`src/hw/rtl/scar_pkg.sv`:
```
// ============================================================================
// scar_pkg: shared types, constants and helpers for the stereo reverb
// Item and configuration types, the tuning tables and the saturating and
// rounding helpers used by the front and back parts of the block.
// ============================================================================
package scar_pkg;

    localparam int SAMPLE_BITS = 24;
    localparam int ACC_W       = 48;
    localparam int CFG_W       = 17;
    localparam int NCOMB       = 4;
    localparam int NAP         = 2;
    localparam int RIGHT_SPREAD = 23;
    localparam int BASE_RATE   = 44100;
    localparam int IN_GAIN     = 13107;
    localparam int ONE_Q16     = 65536;

    localparam int DEF_FS_HZ          = 48000;
    localparam int DEF_PREDELAY_DEPTH = 16384;
    localparam int DEF_COMB_DEPTH     = 2048;
    localparam int DEF_ALLPASS_DEPTH  = 1024;

    localparam int COMB_TUNE [0:NCOMB-1] = '{1116, 1188, 1277, 1356};
    localparam int AP_TUNE   [0:NAP-1]   = '{556, 441};

    localparam logic [15:0] RST_COMB_FEEDBACK = 16'd55050;
    localparam logic [14:0] RST_COMB_DAMP     = 15'd13107;
    localparam logic [13:0] RST_PREDELAY      = 14'd0;
    localparam logic [16:0] RST_WET_MIX       = 17'd19661;

    typedef enum logic [1:0] {
        CFG_COMB_FEEDBACK,
        CFG_COMB_DAMP,
        CFG_PREDELAY,
        CFG_WET_MIX
    } t_cfg_idx;

    typedef logic signed [SAMPLE_BITS-1:0] t_sample;

    typedef struct packed {
        t_sample left_in;
        t_sample right_in;
    } t_in_item;

    typedef struct packed {
        t_sample left_out;
        t_sample right_out;
    } t_out_item;

    typedef struct packed {
        logic [15:0] comb_feedback;
        logic [14:0] comb_damp;
        logic [13:0] predelay_samples;
        logic [16:0] wet_mix;
    } t_cfg;

    typedef struct packed {
        logic     valid;
        t_in_item item;
    } t_queue_head;

    typedef struct packed {
        logic pop;
        logic clearing;
    } t_back_ctl;

    // Saturate a wide signed value to the sample range.
    function automatic t_sample sat(input logic signed [ACC_W-1:0] v);
        logic signed [ACC_W-1:0] hi;
        logic signed [ACC_W-1:0] lo;
        logic signed [ACC_W-1:0] r;
        hi = ACC_W'((1 << (SAMPLE_BITS - 1)) - 1);
        lo = -hi - ACC_W'(1);
        if (v > hi) begin
            r = hi;
        end else if (v < lo) begin
            r = lo;
        end else begin
            r = v;
        end
        return r[SAMPLE_BITS-1:0];
    endfunction

    // Round to nearest, halves towards plus infinity, then drop 16 bits.
    function automatic logic signed [ACC_W-1:0] rnd16(input logic signed [ACC_W-1:0] v);
        return (v + ACC_W'(32768)) >>> 16;
    endfunction

    // The same with a single bit dropped.
    function automatic logic signed [ACC_W-1:0] rnd1(input logic signed [ACC_W-1:0] v);
        return (v + ACC_W'(1)) >>> 1;
    endfunction

    function automatic int clamp_len(input int n, input int depth);
        if (n < 1) begin
            return 1;
        end else if (n > depth) begin
            return depth;
        end
        return n;
    endfunction

endpackage

```
`src/hw/rtl/scar_front.sv`:
```
// ============================================================================
// scar_front: input side of the stereo reverb
// Holds the configuration registers and a two-entry queue of items waiting
// for the processing sequencer.
// ============================================================================
module scar_front (
    input  logic                          i_clk,
    input  logic                          i_rst_n,
    input  logic                          i_in_valid,
    output logic                          o_in_stall,
    input  scar_pkg::t_in_item            i_in_data,
    input  logic                          i_cfg_we,
    input  logic [1:0]                    i_cfg_index,
    input  logic [scar_pkg::CFG_W-1:0]    i_cfg_data,
    input  scar_pkg::t_back_ctl           i_back,
    output scar_pkg::t_queue_head         o_head,
    output scar_pkg::t_cfg                o_cfg
);

    scar_pkg::t_in_item r_q [0:1];
    logic               r_rd_ptr;
    logic               r_wr_ptr;
    logic [1:0]         r_count;
    scar_pkg::t_cfg     r_cfg;
    logic               push;
    logic               pop;

    assign o_in_stall = (r_count == 2'd2) || i_back.clearing;
    assign push       = i_in_valid && !o_in_stall;
    assign pop        = i_back.pop && (r_count != 2'd0);

    assign o_head.valid = (r_count != 2'd0);
    assign o_head.item  = r_q[r_rd_ptr];
    assign o_cfg        = r_cfg;

    always_ff @(posedge i_clk) begin
        if (push) begin
            r_q[r_wr_ptr] <= i_in_data;
        end
        if (!i_rst_n) begin
            r_rd_ptr <= 1'b0;
            r_wr_ptr <= 1'b0;
            r_count  <= 2'd0;
            r_cfg.comb_feedback    <= scar_pkg::RST_COMB_FEEDBACK;
            r_cfg.comb_damp        <= scar_pkg::RST_COMB_DAMP;
            r_cfg.predelay_samples <= scar_pkg::RST_PREDELAY;
            r_cfg.wet_mix          <= scar_pkg::RST_WET_MIX;
        end else begin
            if (push) begin
                r_wr_ptr <= !r_wr_ptr;
            end
            if (pop) begin
                r_rd_ptr <= !r_rd_ptr;
            end
            if (push && !pop) begin
                r_count <= r_count + 2'd1;
            end else if (pop && !push) begin
                r_count <= r_count - 2'd1;
            end
            if (i_cfg_we) begin
                unique case (scar_pkg::t_cfg_idx'(i_cfg_index))
                    scar_pkg::CFG_COMB_FEEDBACK: begin
                        r_cfg.comb_feedback <= i_cfg_data[15:0];
                    end
                    scar_pkg::CFG_COMB_DAMP: begin
                        r_cfg.comb_damp <= i_cfg_data[14:0];
                    end
                    scar_pkg::CFG_PREDELAY: begin
                        r_cfg.predelay_samples <= i_cfg_data[13:0];
                    end
                    scar_pkg::CFG_WET_MIX: begin
                        r_cfg.wet_mix <= i_cfg_data[16:0];
                    end
                endcase
            end
        end
    end

endmodule

```
`config.mk`:
```
export PLATFORM = sky130hd
export DESIGN_NAME = scar_front
export DESIGN_NICKNAME = d
export VERILOG_FILES = /design/src/hw/rtl/scar_pkg.sv /design/src/hw/rtl/scar_front.sv
export SDC_FILE = /design/constraint.sdc
export NUM_CORES = 1
export LEC_CHECK = 0
export CAP_MARGIN = 20
export CORE_MARGIN = 3
export CORE_UTILIZATION = 65
export DETAILED_ROUTE_END_ITERATION = 12
export DONT_BUFFER_PORTS = 1
export PLACE_DENSITY = 0.81
export SETUP_SLACK_MARGIN = 0.4
export SYNTH_ARGS = -nofsm -noshare
export SYNTH_HDL_FRONTEND = slang
export SYNTH_SLANG_ARGS = --single-unit
```
`constraint.sdc`:
```
create_clock -name i_clk -period 9.3 [get_ports i_clk]
set_input_delay 0.465 -clock i_clk [delete_from_list [all_inputs] [get_ports i_clk]]
set_output_delay 0.465 -clock i_clk [all_outputs]
set_load 0.005 [all_outputs]
```
# == Word level (Yosys, flattened, before mapping) ==
# Memories as Yosys holds them, arrays and structs flattened. A register that Yosys moved wholly into a read port is not among the register bits.
# Index checks and enable logic that the tools add are counted.
# word_totals
ram_bits,96
inputBits,73
wordCells,37
register_bits,66
memories,1
# mem_list
name,words,word_bits,rd,rd_ports_with_merged_regs,write_ports,line_no,text
r_q,2,48,1,1,1,scar_front.sv:20,scar_pkg::t_in_item r_q [0:1];
# op_classes
reduce_logical,17
n_addsub,2
eq_ne,4
mux,6
# ops
cell,count
2-bit AND reduction,4
2-bit equality test (second input constant),3
1-bit zero test,5
1-bit logical AND,4
1-bit two-way mux,4
2-bit two-way mux,2
2-bit nonzero test,2
2-bit by 1-bit adder with 2-bit output (second input constant),1
2-bit by 1-bit equality test with 1-bit output (second input constant),1
2-bit zero test,1
2-bit by 1-bit subtractor with 2-bit output (second input constant),1
1-bit logical OR,1

# == Longest topological paths before layout ==
# Gate-level depths: netlist (run 1).
# depth
depth_word,8
mapped_depth,6
ltp_nobuf,6

# == Worst setup path after synthesis (run 1) ==
# Ideal clock, no wire load.
# synth_path
path_kind,input to register
startpoint,in i_back[0] (netlist name)
endpoint,"mem r_q[0][0] (netlist name), enable pin"
t_arrival_ps,2924
path_stages,2
setup_slack_ps,5916
path_buffers,0
cell_sequence,nor3b_2 > nor2b_1
# synth_between
elab_chain_cells,5
# synth_lines
element,line_no,text
from (decl),scar_front.sv:15,"input scar_pkg::t_back_ctl i_back,"
1-bit logical OR,scar_front.sv:28,assign o_in_stall = (r_count == 2'd2) || i_back.clearing;
1-bit zero test,scar_front.sv:29,assign push = i_in_valid && !o_in_stall;
1-bit logical AND,scar_front.sv:29,
1-bit two-way mux,scar_front.sv:37,if (push) begin
1-bit two-way mux (not written as such),scar_front.sv:38,r_q[r_wr_ptr] <= i_in_data;
to (decl),scar_front.sv:20,
# Every way passes these cells.

==> results of run 1 <==
[cells in the final DEF (no fill, tap or decap), types with 3 or more instances in the layout]
| master | count |
|---|---|
| xor2_1 | 3 |
| mux2_2 | 48 |
| a21oi_1 | 39 |
| clkinv_4 | 4 |
| edfxtp_1 | 96 |
| clkbuf_16 | 16 |
| nand3_1 | 25 |
| dfxtp_1 | 66 |
| clkinvlp_4 | 3 |
| nand2_1 | 125 |
| nor2_1 | 3 |
[cell type report]
type | count | area, sq um | share of cell area
clock buffers | 19 | 431.7 | 0.06603
clock inverters | 13 | 151.4 | 0.02316
inverters | 1 | 3.754 | 0.0005742
multi-input cells | 262 | 1525 | 0.2333
flip-flops and latches | 163 | 4225 | 0.6463
well taps | 108 | 135.1 | 0.02067
repair buffers | 5 | 65.06 | 0.009952
[critical path: stages, from the launching register on]
cell and delay (ns):
dfxtp_2 0.41, buf_12 0.26, mux2_2 0.39
[final timing paths]
| kind | startpoint | endpoint | slack, ns | depth (start not counted) |
|---|---|---|---|---|
| max | flop | o_head[6] | 7.24 | 2 |
| min | i_rst_n | o_cfg[11] | 0.03 | 1 |
| max reg2reg | r_count[0] | r_q[0][23] | 7.33 | 4 |
| min reg2reg | o_cfg[15] | o_cfg[15] | 0.48 | 2 |
[timing repair]
action,CTS,global route
setup endpoints to repair,0,0
hold buffers,1,0
resized for setup,0,0
endpoints found under the hold margin,2,0
[state kept, by name, summed over array words and instances, names as in the netlist, named ones only]
name	flops
r_count	2
r_q	96
o_cfg	62
r_rd_ptr	1
r_wr_ptr	1
[per-layer routing]
metal	wire length (microns)	global-route usage	part of all wire
met5	0	0	0
met4	158	0.08078	0.013
met3	1503	0.1150	0.12
met2	6160	0.3873	0.51
met1	4224	0.2642	0.35
[power groups by stage]
stage	clock network, W	registers [W]	logic [W]
4_1_cts	0.000677	0.000875	0.000184
6_report	0.000668	0.000848	0.000214
3_5_place_dp	0	0.000889	0.000180
5_1_grt	0.000705	0.000853	0.000231
3_3_place_gp	0	0.000885	0.000175
2_1_floorplan	0	0.000853	0.000178
[kinds of logic after synthesis]
kind of cell / Yosys count / share of synthesized area
AOI/OAI and AO/OA: 41 / 0.03488
xor gates and xnor gates: 3 / 0.004467
adders and majority gates: 1 / 0.002126
buffers and inverters: 27 / 0.02424
DFF: 163 / 0.7180
muxes: 49 / 0.09358
and+or+nand+nor: 168 / 0.1227
[per-stage QoR]
step                instances  hold WS, ns  setup WS, ns    util  total power [W]
floorplan                 452       0.4514         5.916       -         0.001031
global placement          536       0.4678         7.151  0.6738         0.001061
detailed placement        536       0.4709         7.076  0.6738         0.001069
CTS                       569    0.0003620         6.753  0.7414         0.001736
global route              571     0.002705         7.179  0.7460         0.001789
finish                    571      0.02913         7.242  0.7460         0.001730
==> out/summary.txt, run 1 <==
vias in the first global route = 3,406
post-synthesis sequential area ratio = 0.7180
Post-synth EDFFs = 96
Crit path required time = 8.84 ns
clock latency on the worst-skew pair = 0.51 ns
max-cap violation count = 0
share of layout cells above drive strength 1 = 0.1944
Yosys reg bits = 163
syn nets = 526
Post-Syn Area = 5883 sq um
largest net degree at the start of global routing = 49
CTS root buf = clkbuf_8
crit path time final = 2.058 ns
# nets final = 524
Routed WL = 12.05 mm
Post-synth ARST share = 0
cell taking the most area after synthesis = edfxtp_1
top cells by area, synth = edfxtp_1 49%, dfxtp_1 23%, mux2_2 9.2%
P_int = 0.001314 W
drc violations = 0
Synth Instances = 452
Top Ports = 185
Critical Path AT = 1.59 ns
post-detail-place hpwl = 8.047 mm
RSZ-0062 raised after global routing = false
CTS tree = done
final instance area = 6538 sq um
Setup-failing EPs final = 0
Initial DRC Count = 113
final hold violations = 0
Port Buffers = 0
leakage power = 2.297 nW
routed len/inst = 21.10 microns
Max VDD drop = 164.4 uV
Post-CTS Setup Repair Bufs = 0
clk sink count = 163
syn_area_per_cell = 13.02 sq um
chip height = 101.1 microns
top-count cell post-synth = nand2_1
setup TNS = 0 ns
Main synth FF type = edfxtp_1
combinational share of power = 0.124
share of the synthesized area in the top cell type = 0.4900
first-pass GRT wire length = 18.01 mm
register clock-pin slew on the reported worst setup and hold paths = 0.07 ns
fin. max-slew vios = 0
outcome = complete, no violations
Slew headroom = 0.2964
Die Wd = 101.1 microns
clock share of power = 0.386
Core ar. = 8763 sq um
CP Launch Type = flop
total CTS buffers = 17
critical setup path kind = flop to primary output
Layout area overhead = 11.12%
Initial Util = 0.6713
Fmax = 485.9 MHz
Placed Area = 5904 sq um
Tcrit/Tclk final = 0.2213
total die area = 10,230 sq um
fillcell total = 582
vias = 3,405
GPL Wtd Cong = 0.8279
Detailed Routing Iterations Pass 1 = 4
Worst Hold Class = input port to flop
clock skew = 0.006468 ns
cell row count = 34
most instantiated cells after synthesis = 125 x nand2_1, 96 x edfxtp_1, 67 x dfxtp_1
clk buf depth = 2
power per cell area = 264.6 nW/um^2
CP max FO = 44
initial antenna violation count = 0
ANT cells = 0
CP endpoint kind = primary output
post-route ant nets = 0
H-tree lvl count = 4
Sequential Power Share = 0.490
grt ovf = 0
switching power = 0.0004155 W
Via density = 5.963
Worst-Margin Slew = 1.051 ns
Tot GR Track Use = 0.2337
Yosys Warn Count = 0
Synth cell types = 25
sw frac = 0.2402
No activity file was read; power rests on OpenSTA's default activity.
==> run 2: changes to the inputs <==
CORE_UTILIZATION = 56   (was 65)
PLACE_DENSITY = 0.74   (was 0.81)
clock period = 1.8 ns   (was 9.3 ns; I/O delays follow)
==> run 2 against run 1 <==
Net effect:
- sequential power grew to 5.2 times the previous value
- power grew to 5.5 times the previous value
- highest routed layer unchanged
- clock skew grew 0.0037 ns
==> out/summary.txt, run 2 (synthesis results as in run 1) <==
chip height = 108.5 microns (+7.3%)
share of layout cells above drive strength 1 = 0.2224 (+0.02803)
grt ovf = 0 (unchanged)
fin. max-slew vios = 0 (unchanged)
first-pass GRT wire length = 21.29 mm (+18%)
max-cap violation count = 0 (unchanged)
Worst Hold Class = input port to flop
Initial DRC Count = 212 (+88%)
Die Wd = 108.5 microns (+7.3%)
final instance area = 7936 sq um (+21%)
Critical Path AT = 1.56 ns (-0.03 ns)
total die area = 11,770 sq um (+15%)
final hold violations = 0 (unchanged)
Place WS = 0.1823 ns (-6.894 ns)
# nets final = 632 (+21%)
Tot GR Track Use = 0.2473 (+0.01362)
vias in the first global route = 3,838 (+13%)
Detailed Routing Iterations Pass 1 = 5 (+1)
Layout area overhead = 34.90%
power per cell area = 1205 nW/um^2 (+360%)
Tcrit/Tclk final = 0.9161
CTS root buf = clkbuf_8
critical setup path kind = flop to primary output
vias = 3,932 (+15%)
Initial Util = 0.5883 (-0.08299)
largest net degree at the start of global routing = 40 (-18%)
GPL Wtd Cong = 0.7694 (-7.1%)
crit path time final = 1.649 ns
leakage power = 2.893 nW (+26%)
ANT cells = 0 (unchanged)
Crit path required time = 1.71 ns (-7.13 ns)
post-route ant nets = 0 (unchanged)
Power, Total = 0.009564 W (+450%)
drc violations = 0 (unchanged)
CP endpoint kind = primary output
CTS tree = done
outcome = complete, no violations
Fmax = 606.4 MHz
cell row count = 36 (+5.9%)
post-detail-place hpwl = 8.121 mm (+0.92%)
most frequent cells in the layout = 125 x nand2_1, 96 x edfxtp_1, 74 x dlygate4sd3_1
Port Buffers = 0 (unchanged)
clock latency on the worst-skew pair = 0.53 ns (+0.02 ns)
RSZ-0062 raised after global routing = true
Top Ports = 185 (unchanged)
Routed WL = 16.01 mm (+33%)
clk buf depth = 2 (unchanged)
Slew headroom = 0.3805 (+0.08413)
routed len/inst = 22.73 microns (+7.8%)
H-tree lvl count = 4 (unchanged)
final hold slack = 0.1134 ns (+0.08431 ns)
commonest non-fill, non-tap cell in the layout = nand2_1
Max VDD drop = 623.3 uV (+280%)
Worst-Margin Slew = 0.9277 ns (-0.1231 ns)
initial antenna violation count = 0 (unchanged)
Reg with most FFs = r_q
clock skew = 0.01014 ns (+0.003668 ns)
CP Launch Type = flop
Placed Area = 6032 sq um (+2.2%)
Via density = 5.585 (-6.3%)
total CTS buffers = 17 (unchanged)
register clock-pin slew on the reported worst setup and hold paths = 0.07 ns (about the same)
Core ar. = 10000 sq um (+14%)
CP max FO = 12 (-73%)
reg-to-reg slack, setup = 0.16 ns (-7.17 ns)
clk sink count = 163 (unchanged)
Final WS setup = 0.1509 ns (-7.091 ns)
max reg flops = 96 (unchanged)
Setup-failing EPs final = 0 (unchanged)
-- run 2: cell types whose count changed in the layout (fill, tap and decap cells not counted), moves of 4 or more --
cell           previous run  this run
buf_12                    2        10
buf_16                    0         6
buf_4                     2        10
buf_6                     0         4
clkbuf_16                16        23
dlygate4sd3_1             1        74
mux2_2                   48        42
mux2_4                    0         6
-- run 2: worst max-delay path, stage by stage (launching register included) --
cell and delay, ns:
dfxtp_4 0.46, clkbuf_16 0.21, mux2_2 0.37
-- run 2: worst paths after layout --
check	startpoint	end	cells after the start
hold reg to reg	o_cfg[4]	o_cfg[4]	2
setup reg to reg	r_count[1]	r_q[1][29]	6
setup / recovery	flop	o_head[44]	2
hold / removal	i_cfg_we	o_cfg[17]	3
-- run 2: routing by layer --
metal,wire (microns),share of wire,up-vias,global-route usage
li1,-,-,1798,-
met1,5835,0.36,1908,0.2683
met2,8339,0.52,195,0.4303
met3,1473,0.092,31,0.09851
met4,357,0.022,0,0.1010
met5,0,0,-,0
-- run 2: stage by stage --
stage | setup TNS, ns | utilization | instances
final | 0 | 0.7937 | 704
after global routing | 0 | 0.7937 | 704
after CTS | 0 | 0.7666 | 692
after detailed placement | 0 | 0.6032 | 565
after global placement | 0 | 0.6032 | 565
after floorplan | -4.475 | - | 452
-- run 2: where the power goes --
group | internal [W] | total (W) | switching, W
registers | 0.00425 | 0.00442 | 0.000166
logic | 0.00107 | 0.00193 | 0.000867
clock network | 0.00171 | 0.00321 | 0.00150
-- run 2: area by class of cell --
type                       instances  area (sq um)
sequential                       163          4233
fill                             554          2063
multi-input combinational        262          1582
timing repair buffer             113          1426
clock buffer                      18         417.9
tap                              133         166.4
clock inverter                    14         107.6
inverter                           1         3.754
-- run 2: repair_timing --
action                                  CTS  global route
pin swaps                                 4             4
setup buffers                            13             4
gates cloned                              6             8
hold buffers                             76             0
gates resized for setup                  12            13
hold endpoints to repair                162             0
endpoints found under the setup margin  142           189
==> run 3: changes to the inputs <==
RECOVER_POWER = 100   (was not set)
==> run 3 against run 2 <==
Net effect:
- sequential share of layout area rose by 0.59 points
- global-route usage did not move
- clock skew barely moved
- flip-flop and latch count did not move
- critical path depth rose by 4
- cell area fell by 1.2%
- core utilization fell by 0.96 points
- via count rose by 0.74%
==> out/summary.txt, run 3 (synthesis results as in run 1) <==
max-cap violation count = 0 (unchanged)
Tcrit/Tclk final = 0.9269 (+0.01080)
max incr delay on CP = 0.31 ns (-0.15 ns)
Fmax = 599.3 MHz (-1.2%)
RSZ-0062 raised after global routing = true
CP max FO = 5 (-7)
Core ar. = 10000 sq um (unchanged)
Storage cell area = 4228 sq um (-0.12%)
Critical Path AT = 1.90 ns (+0.34 ns)
Routed WL = 15.93 mm (-0.49%)
post-route ant nets = 0 (unchanged)
non-filler cells in the finished layout = 704 (unchanged)
Worst-Margin Slew = 1.158 ns (+0.2300 ns)
Reg with most FFs = r_q
CP Launch Type = flop
Die Wd = 108.5 microns (unchanged)
Max VDD drop = 622.5 uV (-0.13%)
Power, Total = 0.009410 W (-1.6%)
switching power = 0.002517 W (-0.72%)
CTS root buf = clkbuf_8
chip height = 108.5 microns (unchanged)
max reg flops = 96 (unchanged)
Via density = 5.626 (+0.74%)
routed len/inst = 22.62 microns (-0.49%)
grt ovf = 0 (unchanged)
first-pass GRT wire length = 21.29 mm (unchanged)
RR Startpoint = r_count[1]
Setup-failing EPs final = 0 (unchanged)
register clock-pin slew on the reported worst setup and hold paths = 0.07 ns (about the same)
ANT cells = 0 (unchanged)
# nets final = 632 (unchanged)
clk buf depth = 2 (unchanged)
Detailed Routing Iterations Pass 1 = 4 (-1)
H-tree lvl count = 4 (unchanged)
share of layout cells above drive strength 1 = 0.1541 (-0.06830)
CTS tree = done
final hold violations = 0 (unchanged)
hold path startpoint = i_cfg_we
clock skew = 0.009844 ns (-0.0002925 ns)
initial antenna violation count = 0 (unchanged)
outcome = complete, no violations
Layout area overhead = 33.26%
Slew headroom = 0.2282 (-0.1523)
combinational share of power = 0.191 (-0.011)
largest net degree at the start of global routing = 40 (unchanged)
critical path's slowest cell = dfxtp_1
vias in the first global route = 3,838 (unchanged)
P_int = 0.006894 W (-1.9%)
critical path, cell by cell = nor2b_1 > nor3b_4 > and2_4 > buf_12 > buf_6 > clkbuf_2
final core occ = 0.7840 (-0.009635)
clock latency on the worst-skew pair = 0.53 ns (about the same)
Initial Util = 0.5883 (unchanged)
cell row count = 36 (unchanged)
multi-input logic area = 1541 sq um (-2.5%)
clk sink count = 163 (unchanged)
CP startpoint = r_count[1]
leakage power = 2.840 nW (-1.8%)
critical path's top delay family = simple AND/OR/NAND/NOR gates
Worst Hold Class = input port to flop
CP endpoint kind = flop
commonest non-fill, non-tap cell in the layout = nand2_1
Top Ports = 185 (unchanged)
Initial DRC Count = 193 (-9.0%)
CP bufs+invs = 3 (+2)
Sequential Power Share = 0.468 (+0.006)
Crit path required time = 2.03 ns (+0.32 ns)
crit path time final = 1.669 ns (+0.01943 ns)
total die area = 11,770 sq um (unchanged)
power per cell area = 1200 nW/um^2 (-0.39%)
drc violations = 0 (unchanged)
Tot GR Track Use = 0.2473 (unchanged)
fillcell total = 572 (+3.2%)
GPL Wtd Cong = 0.7694 (unchanged)
sw frac = 0.2674 (+0.002385)
vias = 3,961 (+0.74%)
fin. max-slew vios = 0 (unchanged)
total CTS buffers = 17 (unchanged)
Port Buffers = 0 (unchanged)
clock share of power = 0.341 (+0.005)
Placed Cells incl. Taps = 565 (unchanged)
post-detail-place hpwl = 8.121 mm (unchanged)
most frequent cells in the layout = 125 x nand2_1, 96 x edfxtp_1, 74 x dlygate4sd3_1
critical setup path kind = flop to flop
-- run 3: metal layers --
layer  global-route usage  up-vias  wire (microns)
met1               0.2683     1925            5867
met4               0.1010        0             415
li1                     -     1798               -
met3              0.09851       39            1372
met5                    0        -               0
met2               0.4303      199            8271
-- run 3: power groups by stage --
stage / Sequential [W] / Clock, W / Combinational (W)
6_report: 0.00440 / 0.00321 / 0.00179
5_1_grt: 0.00442 / 0.00339 / 0.00190
4_1_cts: 0.00439 / 0.00320 / 0.00162
3_5_place_dp: 0.00445 / 0 / 0.00115
3_3_place_gp: 0.00444 / 0 / 0.00114
2_1_floorplan: 0.00441 / 0 / 0.000940
-- run 3: path summary, 6_finish.rpt --
kind,endpoint,slack (ns),cells past startpoint
hold / removal,o_cfg[17],0.11,3
setup / recovery,r_q[1][4],0.13,6
setup reg to reg,r_q[1][4],0.13,6
hold reg to reg,o_cfg[4],0.48,2
-- run 3: stage by stage --
stage	setup slack (ns)	setup TNS [ns]	hold slack, ns	cell area, sq um
floorplan	-0.09322	-4.475	0.1889	5908
global placement	0.2611	0	0.1642	6032
detailed placement	0.1823	0	0.1687	6032
CTS	0.1729	0	0.08919	7666
global route	0.06874	0	0.1495	7840
finish	0.1315	0	0.1100	7840
-- run 3: area by class of cell --
class,count,share of cell area
clock buffer,18,0.05330
clock inverter,14,0.01372
inverter,1,0.0004788
multi-input combinational,262,0.1966
sequential,163,0.5393
tap,133,0.02123
timing repair buffer,113,0.1754
-- run 3: tightest hold or removal path, stage by stage --
cell and delay (ns):
and3b_1 0.31, nand2_1 0.13, a21oi_1 0.05
-- run 3: timing repair --
item                                    4_1_cts  5_1_grt
setup buffers                                13        4
gates resized for setup                      12       13
cloned                                        6        8
hold buffers                                 76        0
endpoints found under the setup margin      142      189
endpoints found under the hold margin       162        0
pin swaps                                     4        4
